--- config.mk ---
export PLATFORM = sky130hd
export DESIGN_NAME = tsia_mul
export DESIGN_NICKNAME = d
export VERILOG_FILES = /design/src/hdl/tsia_pkg.sv /design/src/hdl/tsia_mul.sv
export SDC_FILE = /design/constraint.sdc
export NUM_CORES = 2
export LEC_CHECK = 0
export BUFFER_PORTS_ARGS = -buffer_cell sky130_fd_sc_hd__buf_2
export CAP_MARGIN = 20
export CORE_MARGIN = 1
export CORE_UTILIZATION = 30
export CTS_BUF_LIST = sky130_fd_sc_hd__clkbuf_4 sky130_fd_sc_hd__clkbuf_8
export CTS_CLUSTER_SIZE = 16
export DETAILED_ROUTE_END_ITERATION = 12
export GPL_ROUTABILITY_DRIVEN = 0
export PLACE_DENSITY = 0.47
export SYNTH_ARGS = -nofsm -noshare
export SYNTH_HDL_FRONTEND = slang
export SYNTH_SLANG_ARGS = --single-unit
--- constraint.sdc ---
create_clock -name clk -period 7.6 [get_ports clk]
set_input_delay 0 -clock clk [delete_from_list [all_inputs] [get_ports clk]]
set_output_delay 0 -clock clk [all_outputs]
set_load 0.005 [all_outputs]
--- src/hdl/tsia_pkg.sv ---
// ----------------------------------------------------------------------------
// tsia_pkg
// opcodes, status codes and the control group that travels down the pipeline
// ----------------------------------------------------------------------------
package tsia_pkg;

  localparam logic [2:0] OP_ADD = 3'd0;
  localparam logic [2:0] OP_SUB = 3'd1;
  localparam logic [2:0] OP_MUL = 3'd2;
  localparam logic [2:0] OP_MOD = 3'd3;
  localparam logic [2:0] OP_DIV = 3'd4;
  localparam logic [2:0] OP_QUO = 3'd5;
  localparam logic [2:0] OP_REM = 3'd6;

  localparam logic [2:0] ST_OK       = 3'd0;
  localparam logic [2:0] ST_RCV_TYPE = 3'd1;
  localparam logic [2:0] ST_ARG_TYPE = 3'd2;
  localparam logic [2:0] ST_DIV_ZERO = 3'd3;
  localparam logic [2:0] ST_OVERFLOW = 3'd4;

  localparam int TAG_BITS = 2;

  typedef struct packed {
    logic [2:0] op;
    logic [2:0] status;
    logic       x_neg;
    logic       y_neg;
  } ctrl_t;

endpackage

--- src/hdl/tsia_mul.sv ---
// ----------------------------------------------------------------------------
// tsia_mul
// two-stage multiply: half-width partial products, then sum and checks
// ----------------------------------------------------------------------------
module tsia_mul #(
  parameter int WORD_BITS = 32
) (
  input  logic                    clk,
  input  logic                    rst_n,
  input  logic                    en,
  input  logic                    valid_i,
  input  tsia_pkg::ctrl_t         ctrl_i,
  input  logic [WORD_BITS-1:0]    res_i,
  input  logic [WORD_BITS-1:0]    ma,
  input  logic [WORD_BITS-1:0]    mb,
  input  logic                    mneg,
  input  logic [WORD_BITS-3:0]    mx_i,
  input  logic [WORD_BITS-3:0]    my_i,
  output logic                    valid_r,
  output tsia_pkg::ctrl_t         ctrl_r,
  output logic [WORD_BITS-1:0]    res_r,
  output logic [WORD_BITS-3:0]    mx_r,
  output logic [WORD_BITS-3:0]    my_r
);

  localparam int H = (WORD_BITS + 1) / 2;

  logic [2*H-1:0]         ma_x;
  logic [2*H-1:0]         mb_x;
  logic [2*H-1:0]         pp_ll_r, pp_lh_r, pp_hl_r, pp_hh_r;
  logic                   va_r;
  tsia_pkg::ctrl_t        ca_r;
  logic [WORD_BITS-1:0]   resa_r;
  logic                   nega_r;
  logic [WORD_BITS-3:0]   mxa_r, mya_r;

  logic [4*H-1:0]         prod;
  logic [WORD_BITS-1:0]   lo;
  logic                   neg;
  logic                   ovf;
  logic [WORD_BITS-1:0]   r_mul;
  tsia_pkg::ctrl_t        ctrl_nxt;
  logic [WORD_BITS-1:0]   res_nxt;

  assign ma_x = (2*H)'(ma);
  assign mb_x = (2*H)'(mb);

  always_ff @(posedge clk) begin
    if (!rst_n) begin
      va_r    <= 1'b0;
      valid_r <= 1'b0;
    end else if (en) begin
      va_r    <= valid_i;
      valid_r <= va_r;
    end
  end

  // partial products
  always_ff @(posedge clk) begin
    if (en) begin
      pp_ll_r <= ma_x[H-1:0] * mb_x[H-1:0];
      pp_lh_r <= ma_x[H-1:0] * mb_x[2*H-1:H];
      pp_hl_r <= ma_x[2*H-1:H] * mb_x[H-1:0];
      pp_hh_r <= ma_x[2*H-1:H] * mb_x[2*H-1:H];
      ca_r    <= ctrl_i;
      resa_r  <= res_i;
      nega_r  <= mneg;
      mxa_r   <= mx_i;
      mya_r   <= my_i;
    end
  end

  always_comb begin
    prod = (4*H)'(pp_ll_r) + ((4*H)'(pp_lh_r) << H) + ((4*H)'(pp_hl_r) << H)
         + ((4*H)'(pp_hh_r) << (2*H));
    lo   = prod[WORD_BITS-1:0];
    neg  = nega_r && (|prod);
    ovf  = (|prod[4*H-1:WORD_BITS]) ||
           (neg ? (lo[WORD_BITS-1] && (|lo[WORD_BITS-2:0])) : lo[WORD_BITS-1]);
    r_mul    = neg ? -lo : lo;
    ctrl_nxt = ca_r;
    res_nxt  = resa_r;
    if (ca_r.op == tsia_pkg::OP_MUL && ca_r.status == tsia_pkg::ST_OK) begin
      if (ovf) begin
        ctrl_nxt.status = tsia_pkg::ST_OVERFLOW;
      end else if (|r_mul[1:0]) begin
        ctrl_nxt.status = tsia_pkg::ST_ARG_TYPE;
      end else begin
        res_nxt = r_mul;
      end
    end
  end

  always_ff @(posedge clk) begin
    if (en) begin
      ctrl_r <= ctrl_nxt;
      res_r  <= res_nxt;
      mx_r   <= mxa_r;
      my_r   <= mya_r;
    end
  end

endmodule

==> impl_results.md <==
* Mux contribution to synthesized area at 0.00238
* Outcome: finished clean
* Clock sink total at around 330
* Commonest non-fill, non-tap cell in the layout: inv_1
* Port Buffer Count at approximately 270
* Io pins at 270
* CTS tree: done
* Storage element area at between 9000 and 10,000 um2
* Std-Cell Rows at between 100 and 150
* Area delta synth->final at 14.7%
* Synth warn at 0
* Sequential area share after synthesis at 0.205
* Largest net degree at the start of global routing at around 140
* Worst rel slew slack at 0.338
* RSZ-0062 raised after global routing: false
* Final Critical Period at ~6600 ps
* Crit Path Class: in2reg
* Die width at 404 um
* WP buf/inv at 4
* Post-Syn Instances at a little under 5,000
* Compound-cell area share of the yosys netlist at 0.0674
* CP Cell Sequence: buf_2, nand2_1, fa_1, inv_1, fa_1, ha_1, inv_1, fa_1, fa_1, inv_1, fa_1, ha_1, a2111oi_0, o311ai_0, o211ai_1, o211ai_1, o21a_1, o21ai_0, nand2b_1, a211o_1, o41ai_1, xnor2_1
* Avg WL per Cell at 19.7 um
* Aggregate routed wire length at ~150 mm
* Critical path's largest stage delay at around 840 ps
* Crit start category: primary input
* Synth unique cells at 94
* Gr usage total at 0.183
* Worst-Margin Slew at between 900 and 1000 ps
* First DRT Iteration DRCs at about 2,100
* Yosys top cell area share at 0.334
* Critical Path RT at approximately 8000 ps
* Ys flop type: edfxtp_1
* Most frequent cells in the layout: inv_1 (929), fa_1 (809), nand2_1 (681)
* Xor/xnor share of the synthesized area at 0.0242
* Final HPWL DP at around 120 mm
* Clock Latency Late Sink at 710 ps
* Tcrit/Tclk final at 0.875
* Achievable clock frequency at approximately 150 MHz
* Vias per std cell at about 4.7
* Detailed-route via count at 35,500
* Max FO, Critical Path at 32
* Share of cells above drive strength 1 at 0.0921
* Syn nets at 6,359
* Top cells by area, synth: fa_1 (33%), edfxtp_1 (20%), ha_1 (12%)
* Avg Inst Size Synth at 9.82 um2
* Final Hold Fails at 0
* Final #Nets at 6,744
* WP data arrival at around 7100 ps
* Post-CTS resize count at 0
* Initial antenna violation count at 19
* Congestion Overflow GR at 0
* # DRC at 0
* Largest area contributor in the synthesized netlist: fa_1
* CP delay by family, top: adder cells
* Syn Std Cell Area at 48,400 um2
* Number of global-route vias before repair at 36,900
* Crit end category: register
* CP max stage cell: a2111oi_0
* First-pass GRT wire length at around 230 mm
* CTS buffer count at 61
* Initial Util at 0.302
* Synth async-reset ratio at 0
* Setup_tns at 0 ps
* CORE AREA at 160,000 um2
* Number of synthesized flops with an enable pin at roughly 330
* CP most frequent cell: fa_1
* Hold WC Path Type: in2reg
* Clock Tree Buf Depth at 3
* Final Max Slew Viols at 0
* DRT Pass-1 Iters at 5
* Fillers at ~17,000
* Clk root buf: clkbuf_8
* Die ar. at approximately 160,000 um2
* Main combinational cell family by area after synthesis: adder cells
* Synth Area in Adders at 0.450
* Simple-gate share of the synthesized area at 0.160
* Maxcap violations at 0
* CTS clk-pin slew, worst paths at 60 ps
* Die height at 404 um
* Antenna viol nets, final at 0
* Synth Register Bits at between 300 and 400
* Final setup viols at 0
* Clock H-tree levels at 2
* Worst Clk Skew at 33.1 ps
* Area of the multi-input gates at between 30,000 and 40,000 um2
-- registers in the layout, indices dropped and copies added (netlist names), 8 cells and up --
name,flops
mya_r,30
ctrl_r,8
ca_r,8
pp_hh_r,32
mxa_r,30
res_r,32
my_r,30
pp_lh_r,32
mx_r,30
pp_ll_r,32
pp_hl_r,32
resa_r,32
-- stage by stage --
step | area, um2 | setup WS [ps] | hold slack, ps | std cells | utilization
floorplan | 48400 | 1300 | 98.9 | 4932 | -
global placement | 52300 | 324 | 178 | 7220 | 0.326
detailed placement | 52300 | 296 | 178 | 7220 | 0.326
CTS | 55600 | 1080 | 0.946 | 7526 | 0.346
global route | 55600 | 567 | 15.1 | 7527 | 0.346
finish | 55600 | 951 | 55.9 | 7530 | 0.347
-- path summary, 6_finish.rpt --
path                                  start          end  slack, ps  cells past startpoint
worst max register to register  pp_ll_r[17]    res_r[15]       1400                     19
worst max-delay path                 ma[21]  pp_hh_r[24]        950                     22
worst min-delay path              res_i[18]   resa_r[18]         60                      2
worst min register to register    mya_r[28]     my_r[28]        410                      0
-- final cells by class --
type                       count  share of cell area
clock buffer                  76              0.0171
antenna                        4            0.000180
sequential                   331               0.178
clock inverter                36             0.00671
tap                         2160              0.0486
timing repair buffer         556              0.0726
multi-input combinational   3438               0.614
inverter                     929              0.0627
-- Yosys cell counts (30+ instances only) --
library cell	n
inv_1	929
fa_1	809
nand2_1	681
and2_1	487
ha_1	449
edfxtp_1	329
clkbuf_1	208
a21oi_1	122
nor2_1	117
xnor2_1	94
o21ai_0	68
a21o_1	63
nand3_1	57
nor3_1	52
xor2_1	40
nand4_1	34
nor4_1	30
-- cells by family after synthesis --
| logic type | after synthesis |
|---|---|
| multiplexers | 11 |
| adder cells (fa/ha/maj) | 1258 |
| AO/OA/AOI/OAI | 469 |
| buffers and inverters | 1163 |
| XOR/XNOR | 134 |
| AND/OR/NAND/NOR | 1566 |
| flip-flops | 331 |
-- routing by layer --
metal	track usage	wire length, um
met1	0.263	70400
met2	0.298	68300
met3	0.0206	7470
met4	0.0303	2130
met5	0	66
-- what timing repair did --
| action | CTS | global route |
|---|---|---|
| hold buffers | 194 | 0 |
| hold endpoints to repair | 176 | 0 |
| endpoints found under the setup margin | 0 | 0 |
| buffers inserted | 0 | 0 |
Power is left out: the tool's default activity adds up to more than one toggle a clock period on the data nets, which glitch-free logic cannot reach.
