<file path="config.mk">
export PLATFORM = sky130hd
export DESIGN_NAME = tsia_decode
export DESIGN_NICKNAME = d
export VERILOG_FILES = /design/src/hdl/tsia_pkg.sv /design/src/hdl/tsia_decode.sv
export SDC_FILE = /design/constraint.sdc
export NUM_CORES = 1
export LEC_CHECK = 0
export BUFFER_PORTS_ARGS = -buffer_cell sky130_fd_sc_hd__buf_2
export CORE_MARGIN = 2
export CORE_UTILIZATION = 28
export DETAILED_ROUTE_END_ITERATION = 12
export GPL_TIMING_DRIVEN = 0
export HOLD_SLACK_MARGIN = 0.1
export SLEW_MARGIN = 15
export SYNTH_ARGS = -nofsm -noshare
export SYNTH_HDL_FRONTEND = slang
export SYNTH_SLANG_ARGS = --single-unit
</file>
<file path="constraint.sdc">
create_clock -name clk -period 5.77 [get_ports clk]
set_input_delay 1.154 -clock clk [delete_from_list [all_inputs] [get_ports clk]]
set_output_delay 1.154 -clock clk [all_outputs]
set_load 0.02 [all_outputs]
</file>
<file path="src/hdl/tsia_pkg.sv">
// ----------------------------------------------------------------------------
// tsia_pkg
// opcodes, status codes and the control group that travels down the pipeline
// ----------------------------------------------------------------------------
package tsia_pkg;

  localparam logic [2:0] OP_ADD = 3'd0;
  localparam logic [2:0] OP_SUB = 3'd1;
  localparam logic [2:0] OP_MUL = 3'd2;
  localparam logic [2:0] OP_MOD = 3'd3;
  localparam logic [2:0] OP_DIV = 3'd4;
  localparam logic [2:0] OP_QUO = 3'd5;
  localparam logic [2:0] OP_REM = 3'd6;

  localparam logic [2:0] ST_OK       = 3'd0;
  localparam logic [2:0] ST_RCV_TYPE = 3'd1;
  localparam logic [2:0] ST_ARG_TYPE = 3'd2;
  localparam logic [2:0] ST_DIV_ZERO = 3'd3;
  localparam logic [2:0] ST_OVERFLOW = 3'd4;

  localparam int TAG_BITS = 2;

  typedef struct packed {
    logic [2:0] op;
    logic [2:0] status;
    logic       x_neg;
    logic       y_neg;
  } ctrl_t;

endpackage

</file>
<file path="src/hdl/tsia_decode.sv">
// ----------------------------------------------------------------------------
// tsia_decode
// first stage: add/sub, tag and zero checks, operand magnitudes
// ----------------------------------------------------------------------------
module tsia_decode #(
  parameter int WORD_BITS = 32
) (
  input  logic                    clk,
  input  logic                    rst_n,
  input  logic                    en,
  input  logic                    valid_i,
  input  logic [2:0]              opcode,
  input  logic [WORD_BITS-1:0]    rw,
  input  logic [WORD_BITS-1:0]    aw,
  output logic                    valid_r,
  output tsia_pkg::ctrl_t         ctrl_r,
  output logic [WORD_BITS-1:0]    res_r,
  output logic [WORD_BITS-1:0]    ma_r,
  output logic [WORD_BITS-1:0]    mb_r,
  output logic                    mneg_r,
  output logic [WORD_BITS-3:0]    mx_r,
  output logic [WORD_BITS-3:0]    my_r
);

  localparam int N = WORD_BITS - tsia_pkg::TAG_BITS;

  tsia_pkg::ctrl_t        ctrl_nxt;
  logic [WORD_BITS-1:0]   res_nxt;
  logic [WORD_BITS-1:0]   r_sum;
  logic                   ovf;
  logic [WORD_BITS-1:0]   b_w;
  logic [N-1:0]           x_v;
  logic [N-1:0]           y_v;
  logic                   rtag_nz;
  logic                   atag_nz;

  always_comb begin
    rtag_nz = |rw[1:0];
    atag_nz = |aw[1:0];
    r_sum   = (opcode == tsia_pkg::OP_ADD) ? rw + aw : rw - aw;
    ovf     = (opcode == tsia_pkg::OP_ADD) ?
              ((rw[WORD_BITS-1] ^ r_sum[WORD_BITS-1]) & (aw[WORD_BITS-1] ^ r_sum[WORD_BITS-1])) :
              ((rw[WORD_BITS-1] ^ aw[WORD_BITS-1]) & (rw[WORD_BITS-1] ^ r_sum[WORD_BITS-1]));
    b_w     = {{2{aw[WORD_BITS-1]}}, aw[WORD_BITS-1:2]};
    x_v     = rw[WORD_BITS-1:2];
    y_v     = aw[WORD_BITS-1:2];
    res_nxt = '0;
    ctrl_nxt.op     = opcode;
    ctrl_nxt.status = tsia_pkg::ST_OK;
    ctrl_nxt.x_neg  = rw[WORD_BITS-1];
    ctrl_nxt.y_neg  = aw[WORD_BITS-1];
    case (opcode)
      tsia_pkg::OP_ADD, tsia_pkg::OP_SUB: begin
        if (ovf) begin
          ctrl_nxt.status = atag_nz ? tsia_pkg::ST_ARG_TYPE : tsia_pkg::ST_OVERFLOW;
        end else if (|r_sum[1:0]) begin
          ctrl_nxt.status = tsia_pkg::ST_ARG_TYPE;
        end else begin
          res_nxt = r_sum;
        end
      end
      tsia_pkg::OP_MUL: begin
        if (atag_nz) ctrl_nxt.status = tsia_pkg::ST_ARG_TYPE;
      end
      tsia_pkg::OP_MOD, tsia_pkg::OP_DIV, tsia_pkg::OP_QUO, tsia_pkg::OP_REM: begin
        if (opcode == tsia_pkg::OP_QUO && rtag_nz) begin
          ctrl_nxt.status = tsia_pkg::ST_RCV_TYPE;
        end else if (aw == '0) begin
          ctrl_nxt.status = tsia_pkg::ST_DIV_ZERO;
        end else if (atag_nz) begin
          ctrl_nxt.status = tsia_pkg::ST_ARG_TYPE;
        end
      end
      default: begin
        ctrl_nxt.status = tsia_pkg::ST_RCV_TYPE;
      end
    endcase
  end

  always_ff @(posedge clk) begin
    if (!rst_n) begin
      valid_r <= 1'b0;
    end else if (en) begin
      valid_r <= valid_i;
    end
  end

  always_ff @(posedge clk) begin
    if (en) begin
      ctrl_r <= ctrl_nxt;
      res_r  <= res_nxt;
      ma_r   <= rw[WORD_BITS-1] ? -rw : rw;
      mb_r   <= aw[WORD_BITS-1] ? -b_w : b_w;
      mneg_r <= rw[WORD_BITS-1] ^ aw[WORD_BITS-1];
      mx_r   <= rw[WORD_BITS-1] ? -x_v : x_v;
      my_r   <= aw[WORD_BITS-1] ? -y_v : y_v;
    end
  end

endmodule

</file>
==> run metrics <==
Worst-Margin Slew 846.2 ps; Critical Path RT between 5000 and 6000 ps; initial antenna violation count 2; DR pass1 iterations 5; layout cells sized above 1 ~31%; violated checks negative setup slack; final hold vios 0; share of flip-flops with an asynchronous set or reset 0%; Die Y-Extent between 150 and 200 um; crit path launch type primary input; Root Driver clkbuf_16; vias in the first global route approximately 7000; std cell rows 64; Clock Sinks between 100 and 150; Post-Route WL 28510 um; Syn Inst Count between 800 and 900; main flop type after synthesis edfxtp_1; commonest non-fill, non-tap cell in the layout buf_2; CP arrival about 6000 ps; final setup vio count 1; first-pass GRT wire length 42160 um; HP Start valid_r; Nets 1188; # DRC 0; H-tree levels 4; DR WL/cell ~19 um; post-synth cell types between 60 and 70; Num CTS Buffers 17; Clock transition at path regs about 70 ps; Fmax 172.6 MHz; status finished with violations; GRT Resource Usage Total ~17%; Initial Util roughly 28%; setup ws final -23.11 ps; Synth Area per Inst between 10 and 15 um2; slew margin rel. 42.85%; # port buffers 230; Final Total Pwr about 3200 uW; unrepaired setup endpoints after global routing yes; setup tns final -23.11 ps; final RePlAce weighted congestion around 0.88; EDFF count, synth between 100 and 150; Max VDD drop between 100 and 150 uV; maximum root-to-sink buffer count 2; post-synthesis sequential area ratio a little under half; routed vias 7279; global-route congestion overflow total 0; most frequent cells in the layout buf_2 (231), edfxtp_1 (135), xnor2_1 (99); R2R Path Start valid_r; P&R area growth vs syn 28.13%; Yosys reg bits 136; start point of the critical path aw[17]; iteration-0 DRC count of the detailed router slightly below 600; full die area ~32000 um2; DRT antenna net count 0; die span in x 180.2 um; Min-Delay Path Depth 2; R2R cell count 2; max-slew violations 0; Syn. warnings 0; PwrDens about 290 nW/um2; clock skew 0 ps; crit path time final ~5800 ps; Post-Syn Area roughly 8700 um2; TritonCTS clock tree built; I/O pin count around 240; CP Capture Type flop; max-cap violation count 0; vias per std cell 4.889; Core Box Area 30590 um2; DP HPWL 21980 um; Worst-Skew Late Latency about 430 ps; HP Class flop to flop; final period utilization 100.4%; leakage about 0.0044 uW; CP Class primary input to flop; critical path fanouts, max 10; largest net degree at the start of global routing 75
[state kept, by name, summed over array words and instances, names as in the netlist]
| register | count |
|---|---|
| mb_r | 32 |
| ma_r | 32 |
| mneg_r | 1 |
| res_r | 32 |
| valid_r | 1 |
| mx_r | 30 |
| ctrl_r | 8 |
[metrics by stage]
step | area (um2) | std cells | setup slack, ps | util (%) | hold WS (ps)
floorplan | 8712 | 823 | 11.91 | - | 589.3
global placement | 10360 | 1449 | -705.6 | 33.86 | 500.4
detailed placement | 10390 | 1450 | -720.8 | 33.97 | 505.8
CTS | 11020 | 1483 | 21.12 | 36.04 | 523.6
global route | 11140 | 1489 | -126.8 | 36.42 | 551.9
finish | 11140 | 1489 | -23.11 | 36.42 | 521.1
[timing repair]
action | CTS | global route
gates cloned | 0 | 0
hold buffers | 0 | 0
pin swaps | 2 | 10
resized for setup | 7 | 23
buffers inserted | 1 | 5
setup endpoints to repair | 32 | 32
[path summary, 6_finish.rpt]
check	to	slack, ps
max	ctrl_r[3]	-20
min	valid_r	520
max reg2reg	valid_r	5180
min reg2reg	valid_r	520
[cell families (layout without fill, tap and decap cells)]
logic type / count (synthesis) / count (layout) / share of synthesized area, %
other: 1 / 5 / 0.04312
AOI/OAI and AO/OA: 160 / 160 / 11.96
buffers and inverters: 86 / 355 / 5.367
and+or+nand+nor: 254 / 254 / 15.61
DFF: 136 / 136 / 46.85
muxes: 1 / 1 / 0.1151
xor gates and xnor gates: 144 / 144 / 14.50
adders and majority gates: 38 / 38 / 5.554
[Yosys cell counts (all sizes together) (6+ instances only)]
| cell type | count | share of area, % |
|---|---|---|
| nand2b | 9 | 0.65 |
| a21oi | 43 | 2.5 |
| nor4 | 10 | 0.79 |
| xnor2 | 99 | 10 |
| or2 | 7 | 0.50 |
| nand3 | 7 | 0.40 |
| o21ai | 43 | 2.5 |
| nor3 | 16 | 0.92 |
| nor3b | 23 | 2.0 |
| ha | 37 | 5.3 |
| nand4 | 6 | 0.50 |
| o31ai | 18 | 1.6 |
| or4 | 8 | 0.78 |
| a21o | 14 | 1.2 |
| edfxtp | 135 | 47 |
| or3 | 22 | 1.6 |
| inv | 21 | 0.91 |
| buf | 40 | 3.4 |
| nand2 | 81 | 3.5 |
| clkbuf | 25 | 1.1 |
| nor2 | 42 | 1.8 |
| xor2 | 45 | 4.5 |
| and4 | 10 | 1.0 |
[critical path, cell delays in order]
cell     delay [ps]
buf_2           160
or4_4           540
or3_4           350
or3_4           350
or3_4           400
nor3_4          210
buf_4           150
a31oi_1          90
xor2_1          230
ha_1            300
and4_1          220
a221o_1         310
a21o_1          180
o21a_1          190
or4_4           490
and2_4          170
buf_6           130
a211o_1         330
[power by group]
part           leakage, uW  internal [uW]  total [uW]  switching, uW
sequential         0.00132           1200        1230           34.8
clock             0.000289            585        1110            529
combinational      0.00284            321         861            540
total              0.00444           2100        3210           1100
[metal layers]
layer,vias to the layer above,global-route usage [%],share of wire (%)
met5,-,0,0.046
met3,39,3.577,6.4
met1,3456,23.38,46
met2,301,27.21,46
li1,3481,-,-
met4,2,4.742,1.8
[layout make-up]
type,instances,area (um2)
tap,396,495.5
clock buffer,17,425.4
antenna,1,2.502
timing repair buffer,237,1230
clock inverter,15,167.7
multi-input combinational,601,4270
fill,3096,19450
inverter,21,78.83
sequential,136,4074
buffer,65,397.9
(Power assumes the default switching activity.)
