[src/hdl/tsia_pkg.sv]
// ----------------------------------------------------------------------------
// tsia_pkg
// opcodes, status codes and the control group that travels down the pipeline
// ----------------------------------------------------------------------------
package tsia_pkg;

  localparam logic [2:0] OP_ADD = 3'd0;
  localparam logic [2:0] OP_SUB = 3'd1;
  localparam logic [2:0] OP_MUL = 3'd2;
  localparam logic [2:0] OP_MOD = 3'd3;
  localparam logic [2:0] OP_DIV = 3'd4;
  localparam logic [2:0] OP_QUO = 3'd5;
  localparam logic [2:0] OP_REM = 3'd6;

  localparam logic [2:0] ST_OK       = 3'd0;
  localparam logic [2:0] ST_RCV_TYPE = 3'd1;
  localparam logic [2:0] ST_ARG_TYPE = 3'd2;
  localparam logic [2:0] ST_DIV_ZERO = 3'd3;
  localparam logic [2:0] ST_OVERFLOW = 3'd4;

  localparam int TAG_BITS = 2;

  typedef struct packed {
    logic [2:0] op;
    logic [2:0] status;
    logic       x_neg;
    logic       y_neg;
  } ctrl_t;

endpackage

[src/hdl/tsia_div_step.sv]
// ----------------------------------------------------------------------------
// tsia_div_step
// one restoring division step, one quotient bit per stage
// ----------------------------------------------------------------------------
module tsia_div_step #(
  parameter int WORD_BITS = 32
) (
  input  logic                    clk,
  input  logic                    rst_n,
  input  logic                    en,
  input  logic                    valid_i,
  input  tsia_pkg::ctrl_t         ctrl_i,
  input  logic [WORD_BITS-1:0]    res_i,
  input  logic [WORD_BITS-3:0]    rem_i,
  input  logic [WORD_BITS-3:0]    quo_i,
  input  logic [WORD_BITS-3:0]    dvs_i,
  output logic                    valid_r,
  output tsia_pkg::ctrl_t         ctrl_r,
  output logic [WORD_BITS-1:0]    res_r,
  output logic [WORD_BITS-3:0]    rem_r,
  output logic [WORD_BITS-3:0]    quo_r,
  output logic [WORD_BITS-3:0]    dvs_r
);

  localparam int N = WORD_BITS - tsia_pkg::TAG_BITS;

  logic [N:0]   sh;
  logic [N:0]   diff;
  logic         ge;

  always_comb begin
    sh   = {rem_i, quo_i[N-1]};
    diff = sh - {1'b0, dvs_i};
    ge   = !diff[N];
  end

  always_ff @(posedge clk) begin
    if (!rst_n) begin
      valid_r <= 1'b0;
    end else if (en) begin
      valid_r <= valid_i;
    end
  end

  always_ff @(posedge clk) begin
    if (en) begin
      ctrl_r <= ctrl_i;
      res_r  <= res_i;
      rem_r  <= ge ? diff[N-1:0] : sh[N-1:0];
      quo_r  <= {quo_i[N-2:0], ge};
      dvs_r  <= dvs_i;
    end
  end

endmodule

[config.mk]
export PLATFORM = sky130hd
export DESIGN_NAME = tsia_div_step
export DESIGN_NICKNAME = d
export VERILOG_FILES = /design/src/hdl/tsia_pkg.sv /design/src/hdl/tsia_div_step.sv
export SDC_FILE = /design/constraint.sdc
export NUM_CORES = 1
export LEC_CHECK = 0
export ABC_AREA = 1
export BUFFER_PORTS_ARGS = -buffer_cell sky130_fd_sc_hd__buf_2
export CELL_PAD_IN_SITES_DETAIL_PLACEMENT = 0
export CELL_PAD_IN_SITES_GLOBAL_PLACEMENT = 1
export CORE_UTILIZATION = 39
export DETAILED_ROUTE_END_ITERATION = 10
export PLACE_DENSITY = 0.92
export SYNTH_ARGS = -nofsm -noshare
export SYNTH_HDL_FRONTEND = slang
export SYNTH_SLANG_ARGS = --single-unit
[constraint.sdc]
create_clock -name clk -period 2.9 [get_ports clk]
set_input_delay 0.145 -clock clk [delete_from_list [all_inputs] [get_ports clk]]
set_output_delay 0.145 -clock clk [all_outputs]
set_load 0.005 [all_outputs]
==> results of run 1 <==
## cells in the final DEF, fill, tap and decap left out, types with 2 or more instances in the layout
cell           count
inv_1            141
nand2_2           21
ha_1              30
buf_4              4
clkinv_4           3
and2_1             3
dlygate4sd3_1    107
nand3_1           33
xor2_1            13
buf_2            263
clkbuf_16         17
edfxtp_1         130
nand4_1            9
nand2_1          285
o21ai_0            2
bufinv_16          4
a21oi_2            2
nor2_1            32
clkinv_2           2
nor2_2             3
inv_6              4
nor3_1             4
nand2_4            4
a21oi_1           23
o21bai_1           6
## kinds of logic (layout without fill, tap and decap cells)
| kind of cell | Yosys count | count (layout) | share of synthesized area |
|---|---|---|---|
| AO/OA/AOI/OAI | 34 | 34 | 0.0294 |
| XOR/XNOR | 14 | 14 | 0.0177 |
| adder cells (fa/ha/maj) | 31 | 31 | 0.0571 |
| buffers and inverters | 148 | 548 | 0.0872 |
| flip-flops | 131 | 131 | 0.566 |
| other | 0 | 1 | 0 |
| AND/OR/NAND/NOR | 398 | 398 | 0.242 |
## final timing paths
kind         startpoint         to  slack (ps)  cells past startpoint
max           quo_i[29]   rem_r[7]         500                     15
min           rem_i[24]  rem_r[25]          10                      3
max reg2reg     valid_r    valid_r        1700                      3
min reg2reg     valid_r    valid_r        1120                      3
## final cells by class
cell class / count / area [µm²]
Timing Repair Buffer: 375 / 2430
Tap cell: 225 / 282
Inverter: 142 / 533
Multi-Input combinational cell: 477 / 2400
Clock inverter: 14 / 203
Antenna cell: 1 / 2.50
Sequential cell: 131 / 3920
Fill cell: 1495 / 7100
Clock buffer: 17 / 425
## repair_timing
item | 4_1_cts | 5_1_grt
endpoints found under the setup margin | 0 | 0
endpoints found under the hold margin | 106 | 0
hold buffers | 107 | 0
## power by group through the flow
stage	Clock [mW]	Sequential, mW	Combinational [mW]
2_1_floorplan	0	2.41	0.524
3_3_place_gp	0	2.38	0.980
3_5_place_dp	0	2.38	1.00
4_1_cts	2.35	2.34	1.12
5_1_grt	2.41	2.36	1.25
6_report	2.31	2.35	1.12
## registers in the layout (all words and copies together) (netlist names)
signal / count
res_r: 32
dvs_r: 30
quo_r: 30
rem_r: 30
ctrl_r: 8
valid_r: 1
## through the flow
stage | utilization | power (mW) | instances | hold slack, ps
after floorplan | - | 2.93 | 756 | 238
after global placement | 0.491 | 3.36 | 1243 | 321
after detailed placement | 0.491 | 3.38 | 1243 | 323
after CTS | 0.589 | 5.82 | 1381 | 0.00203
after global routing | 0.590 | 6.02 | 1382 | 21.8
final | 0.590 | 5.77 | 1382 | 10.4
## per-layer routing
layer  vias to the layer above  GRT usage  wire length (µm)
li1                       3185          -                 -
met1                      2862      0.263              8420
met2                       196      0.400             10300
met3                        35     0.0516              1220
met4                         4     0.0893               484
met5                         -          0                27
## worst max-delay path, delay by kind of cell
| family | cells | cell delay, ps |
|---|---|---|
| buffers and inverters | 4 | 750 |
| adder cells (fa/ha/maj) | 2 | 660 |
| AND/OR/NAND/NOR | 9 | 1010 |
==> results.py, run 1 <==
metrics = {
    "power_and_ir_drop": {
        "powerDensity_mw_per_mm2": 566,
        "intPower_mw": 4.23,
        "combPwrFrac": 0.193,
        "switching_share": 0.267,
        "power.switching_mw": 1.54,
        "clkPwrFrac": 0.400,
        "seq_power_share": 0.407,
        "ir_drop_v": 0.000386,
        "power.leakage_nw": 5.21,
    },
    "synthesis": {
        "syn-num-nets": 921,
        "synth-seq-cells": 131,
        "synth_seq_area_share": 0.566,
        "synth.top_cells.by_count": "nand2_1 (285), inv_1 (141), edfxtp_1 (130)",
        "synth_edf_count": 130,
        "ys_warn_count": 0,
        "synth-main-ff-cell": "edfxtp_1",
        "synthDistinctLibCells": 28,
        "synth.avg_cell_area_um2": 9.16,
        "synth_area_leaders": "edfxtp_1 (56%), nand2_1 (15%), inv_1 (7.6%)",
        "yosysMostFrequentCell": "nand2_1",
        "async_flop_share": 0,
        "syn_inst": 756,
        "synth_top_cell_by_area": "edfxtp_1",
        "synth_top_area_frac": 0.563,
        "netlist_area_mm2": 0.00693,
    },
    "placement": {
        "dp_hpwl_um": 15000,
        "gp_congestion": 0.857,
        "port_buffers": 264,
        "place_ws_ps": 586,
        "placement.cell_area_mm2": 0.00850,
    },
    "sta": {
        "max_slew_margin": 0.588,
        "rsz0062_at_grt": "no",
        "worst_pin_slew_ps": 617,
        "setup_viol": 0,
        "fmax_mhz": 416,
        "worst_clock_skew_ps": 0,
        "hold_violations": 0,
        "fin_crit_sh": 0.828,
        "fin_ws_ps": 499,
        "period_minus_slack_ps": 2400,
        "slew_violations": 0,
        "tns_ps": 0,
    },
    "routing": {
        "first_pass_iters": 5,
        "drt-wirelength-per-cell_um": 14.8,
        "via_per_inst": 4.55,
        "drtIter0Drc": 350,
        "wl_um": 20400,
        "vias": 6282,
        "drc": 0,
        "ant_nets": 0,
    },
    "final_layout": {
        "final_area_mm2": 0.0102,
        "area_growth_pct": 47.2,
        "fin_nets": 1309,
        "drive_above_1_share": 0.289,
    },
    "global_routing": {
        "grt_pass1_wl_um": 31100,
        "grt_max_degree": 65,
        "track_usage": 0.226,
        "grt_overflow": 0,
        "first_global_vias": 6270,
        "antenna_found_initial": 3,
    },
    "worst_setup_path": {
        "crit_path_start_kind": "input pin",
        "cp_cell_sequence": "dlygate4sd3_1 -> buf_2 -> inv_1 -> ha_1 -> fa_1 -> inv_1 -> nand2_1 -> nand3_2 -> nand2_2 -> nand2_2 -> nand2_4 -> nand3_1 -> nand2_4 -> nand2_1 -> nand2_1",
        "arrival_ps": 2570,
        "cp_common_cell": "nand2_1",
        "crit_type": "input pin to flop",
        "slowest_delay_ps": 510,
        "end_kind": "flop",
        "cp_max_fo": 31,
        "critical_path.slowest_cell": "dlygate4sd3_1",
        "cp.required_ps": 3070,
    },
    "clocking": {
        "root_buffer": "clkbuf_16",
        "htreeDepth": 4,
        "clock_latency_ps": 420,
        "cts_tree": "yes",
        "cts_buffer_depth": 2,
        "cts_made_buffers": 17,
        "clkSlewWorstSetupHoldPaths_ps": 70,
        "post_cts_buffers": 0,
        "clock_sinks": 131,
        "cts.repair.resized": 0,
    },
    "min_path": {
        "hold_path.class": "input pin to flop",
    },
    "floorplanning": {
        "io_pins": 265,
        "initial_utilization": 0.401,
        "die_area_mm2": 0.0183,
        "dieWidth_um": 135,
        "core-area_mm2": 0.0173,
        "die-height_um": 135,
        "rows": 48,
    },
    "flow_run": {
        "maxCapViolations": 0,
    },
    "status": {
        "status": "finished, final reports clean",
    },
}
No activity file was read; power rests on OpenSTA's default activity.
==> inputs of run 2 (changes only) <==
- CORE_UTILIZATION: 39 -> 33
- PLACE_DENSITY: 0.92 -> 0.84
- clock period: 2.9 -> 2.2 ns (I/O delays scaled with it)
==> results.py, run 2 (synthesis gave the netlist of run 1 again) <==
metrics = {
    "routing": {
        "drc": 0,
        "ant_nets": 0,
        "vias": 6477,
        "drt-wirelength-per-cell_um": 15.1,
        "via_per_inst": 4.42,
        "first_pass_iters": 5,
        "drtIter0Drc": 249,
        "wl_um": 22200,
    },
    "clocking": {
        "htreeDepth": 4,
        "clkSlewWorstSetupHoldPaths_ps": 70,
        "cts_made_buffers": 17,
        "cts_buffer_depth": 2,
        "clock_latency_ps": 410,
        "clock_sinks": 131,
        "cts_tree": "yes",
        "root_buffer": "clkbuf_16",
    },
    "worst_setup_path": {
        "cp_max_fo": 13,
        "end_kind": "flop",
        "cp.required_ps": 2370,
        "arrival_ps": 2260,
        "crit_path_start_kind": "input pin",
        "crit_type": "input pin to flop",
        "ff2ff_setup_slack_ps": 930,
    },
    "power_and_ir_drop": {
        "power.leakage_nw": 5.40,
        "ir_drop_v": 0.000420,
        "powerDensity_mw_per_mm2": 698,
    },
    "sta": {
        "fin_ws_ps": 115,
        "setup_viol": 0,
        "max_slew_margin": 0.727,
        "fmax_mhz": 480,
        "worst_clock_skew_ps": 0,
        "worst_pin_slew_ps": 409,
        "rsz0062_at_grt": "no",
        "period_minus_slack_ps": 2090,
        "fin_crit_sh": 0.948,
        "slew_violations": 0,
        "hold_violations": 0,
    },
    "floorplanning": {
        "dieWidth_um": 147,
        "io_pins": 265,
        "die_area_mm2": 0.0216,
        "core-area_mm2": 0.0204,
        "die-height_um": 147,
        "initial_utilization": 0.339,
        "rows": 52,
    },
    "final_layout": {
        "final_cell_mix": "nand2_1 (280), buf_2 (263), inv_1 (140)",
        "layout_commonest_cell": "nand2_1",
        "final_util": 0.525,
        "drive_above_1_share": 0.310,
        "area_growth_pct": 54.7,
        "regMostFlops": "res_r",
        "antenna_cells": 0,
        "fin_nets": 1349,
        "largest_register_ff_count": 32,
    },
    "min_path": {
        "hold_path.class": "input pin to flop",
    },
    "placement": {
        "place_ws_ps": -4.14,
        "gp_congestion": 0.875,
        "port_buffers": 264,
        "dp_hpwl_um": 15400,
    },
    "global_routing": {
        "grt_overflow": 0,
        "first_global_vias": 6520,
        "grt_max_degree": 63,
        "track_usage": 0.201,
        "grt_pass1_wl_um": 33500,
        "antenna_found_initial": 1,
    },
    "flow_run": {
        "maxCapViolations": 0,
    },
    "status": {
        "status": "finished, final reports clean",
    },
}
-- run 2: changes by cell type in the layout (fill, tap and decap cells not counted), sizes merged --
cell	delta
clkinvlp	+3
nand2	+2
dlygate4sd3	+21
bufinv	-3
clkinv	-3
buf	+16
diode	-1
clkbuf	+2
inv	+3
-- run 2: layout make-up --
cell class	instances	area, µm²
Timing Repair Buffer	413	2830
Clock buffer	18	429
Tap cell	270	338
Clock inverter	14	143
Sequential cell	131	3920
Multi-Input combinational cell	479	2530
Fill cell	1903	9710
Inverter	142	533
-- run 2: final timing paths --
kind / startpoint / depth (start not counted) / to
max: dvs_i[20] / 15 / rem_r[8]
min: rem_i[12] / 3 / rem_r[13]
max reg2reg: valid_r / 3 / valid_r
min reg2reg: valid_r / 3 / valid_r
-- run 2: repair_timing --
item                                    CTS  global route
hold endpoints to repair                127             0
hold buffers                            128             0
gates resized for setup                   0            23
endpoints found under the setup margin    0            30
buffers inserted                          0             4
-- run 2: critical path: stages --
cell	delay, ps
dlygate4sd3_1	550
buf_2	130
inv_1	80
ha_4	210
nand2_2	80
inv_1	50
a21oi_2	170
nand2_2	100
a21oi_4	220
nand2_4	80
nand2_2	80
nand2_4	80
clkbuf_16	190
nand2_1	60
nand2_1	50
-- run 2: report_power, final --
part	switching, mW	internal, mW
Combinational	0.904	0.737
Sequential	0.0549	3.03
Clock	1.17	1.59
Total	2.13	5.36
-- run 2: layer usage --
metal,part of all wire,track usage,wire length [µm]
met2,0.51,0.368,11400
met1,0.40,0.230,8850
met3,0.062,0.0466,1370
met4,0.025,0.0670,553
met5,0.00059,0,13
-- run 2: per-stage QoR --
| step | hold slack, ps | total power [mW] | TNS (ps) | instance area, µm² | std cells |
|---|---|---|---|---|---|
| 2_1_floorplan | 203 | 3.87 | 0 | 6930 | 756 |
| 3_5_place_dp | 288 | 4.51 | -8.21 | 8680 | 1300 |
| 3_3_place_gp | 287 | 4.48 | 0 | 8680 | 1300 |
| 4_1_cts | 0.588 | 7.46 | 0 | 10500 | 1460 |
| 6_report | 9.85 | 7.48 | 0 | 10700 | 1467 |
| 5_1_grt | 28.4 | 7.84 | 0 | 10700 | 1467 |
==> inputs of run 3 (changes only) <==
- RECOVER_POWER: not set -> 50
==> results.py, run 3 (synthesis gave the netlist of run 1 again) <==
metrics = {
    "worst_setup_path": {
        "slowest_delay_ps": 550,
        "cp_cell_sequence": "dlygate4sd3_1 -> buf_2 -> inv_1 -> ha_4 -> nand2_2 -> inv_1 -> a21oi_2 -> nand2_2 -> a21oi_4 -> nand2_4 -> nand2_2 -> nand2_4 -> clkbuf_16 -> nand2_1 -> nand2_1",
        "cp_common_cell": "nand2_2",
        "crit_path_start_kind": "input pin",
        "path_buf_inv": 5,
        "crit_type": "input pin to flop",
        "r2r-start": "valid_r",
        "cp_max_fo": 13,
        "arrival_ps": 2260,
        "rr_worst_depth": 3,
        "critical_path.slowest_cell": "dlygate4sd3_1",
        "end_kind": "flop",
        "worst_r2r_endpoint": "valid_r",
        "crit_family": "buffers and inverters",
        "cp.required_ps": 2370,
        "ff2ff_setup_slack_ps": 890,
        "crit_path_start": "dvs_i[20]",
    },
    "routing": {
        "first_pass_iters": 4,
        "drt-met1-wl_um": 8820,
        "top_layer": "met5",
        "wl_met2_um": 11400,
        "vias": 6472,
        "wl_um": 22100,
        "via_per_inst": 4.41,
        "drtIter0Drc": 269,
        "met3WireLength_um": 1370,
        "drt-wirelength-per-cell_um": 15.1,
        "ant_nets": 0,
        "drc": 0,
    },
    "final_layout": {
        "fin_cells": 1467,
        "drive_above_1_share": 0.294,
        "final_cell_mix": "nand2_1 (280), buf_2 (243), inv_1 (140)",
        "area_growth_pct": 53.9,
        "largest_register_ff_count": 32,
        "nFillCells": 1920,
        "layout_commonest_cell": "nand2_1",
        "multi_input_area_mm2": 0.00253,
        "regMostFlops": "res_r",
        "final_area_mm2": 0.0107,
        "antenna_cells": 0,
        "fin_nets": 1349,
        "regArea_mm2": 0.00392,
        "final_util": 0.522,
    },
    "min_path": {
        "hold_start": "rem_i[12]",
        "hold_path.class": "input pin to flop",
        "hold_path_depth": 3,
        "holdPathEnd": "rem_r[13]",
    },
    "power_and_ir_drop": {
        "total_power_mw": 7.47,
        "power.leakage_nw": 5.34,
        "powerDensity_mw_per_mm2": 700,
        "ir_drop_v": 0.000414,
    },
    "sta": {
        "slew_violations": 0,
        "worst_pin_slew_ps": 1030,
        "hold_violations": 0,
        "rsz0062_at_grt": "no",
        "fin_crit_sh": 0.952,
        "max_slew_margin": 0.315,
        "period_minus_slack_ps": 2090,
        "fmax_mhz": 477,
        "setup_viol": 0,
        "worst_clock_skew_ps": 0,
        "tns_ps": 0,
    },
    "status": {
        "status": "finished, final reports clean",
    },
    "floorplanning": {
        "dieWidth_um": 147,
        "die_area_mm2": 0.0216,
        "core-area_mm2": 0.0204,
        "die-height_um": 147,
        "rows": 52,
        "initial_utilization": 0.339,
        "io_pins": 265,
    },
    "global_routing": {
        "first_global_vias": 6520,
        "grt_pass1_wl_um": 33500,
        "grt_overflow": 0,
        "track_usage": 0.201,
        "grt_max_degree": 63,
        "antenna_found_initial": 1,
    },
    "clocking": {
        "clkSlewWorstSetupHoldPaths_ps": 70,
        "clock_latency_ps": 410,
        "cts_tree": "yes",
        "cts_buffer_depth": 2,
        "htreeDepth": 4,
        "clock_sinks": 131,
        "cts_made_buffers": 17,
        "root_buffer": "clkbuf_16",
    },
    "placement": {
        "place_inst": 1300,
        "dp_hpwl_um": 15400,
        "placement.cell_area_mm2": 0.00868,
        "gp_congestion": 0.875,
        "port_buffers": 264,
    },
    "flow_run": {
        "maxCapViolations": 0,
    },
}
run 3: changes by cell type in the layout (fill, tap and decap cells not counted):
| cell | change |
|---|---|
| buf_2 | -20 |
| clkbuf_1 | +19 |
| clkbuf_2 | +3 |
| buf_12 | -2 |
| buf_6 | -1 |
| clkbuf_4 | +1 |
run 3: timing repair:
action | 4_1_cts | 5_1_grt
hold buffers | 128 | 0
resized for setup | 0 | 23
endpoints found under the setup margin | 0 | 30
buffers inserted | 0 | 4
endpoints found under the hold margin | 127 | 0
run 3: routing by layer:
metal / GRT usage / up-vias
li1: - / 3261
met1: 0.230 / 2977
met2: 0.368 / 198
met3: 0.0466 / 34
met4: 0.0670 / 2
met5: 0 / -
run 3: tightest hold or removal path, stage by stage:
cell     delay, ps
buf_2          100
nand2_1         50
nand2_1         50
run 3: final cells by class:
cell class | instances | share of cell area
sequential | 131 | 0.368
timing repair buffer | 413 | 0.260
multi-input combinational | 479 | 0.237
inverter | 142 | 0.0500
clock buffer | 18 | 0.0403
tap | 270 | 0.0317
clock inverter | 14 | 0.0134
run 3: power breakdown:
group / switching [mW] / internal, mW / total [mW]
Sequential: 0.0550 / 3.03 / 3.09
Combinational: 0.902 / 0.726 / 1.63
Clock: 1.16 / 1.59 / 2.75
Total: 2.12 / 5.35 / 7.47
run 3: worst max-delay path by stage:
stage	endpoint	slack, ps	depth (start not counted)
floorplan	rem_r[15]	350	14
finish	rem_r[8]	110	15
detailed placement	rem_r[15]	-4	14
global route	rem_r[29]	2	16
global placement	rem_r[18]	80	14
CTS	rem_r[15]	6	13
run 3: metrics by stage:
stage / setup WS [ps] / hold slack (ps)
floorplan: 355 / 203
global placement: 78.1 / 287
detailed placement: -4.14 / 288
CTS: 6.30 / 0.588
global route: 2.20 / 28.4
finish: 105 / 14.7
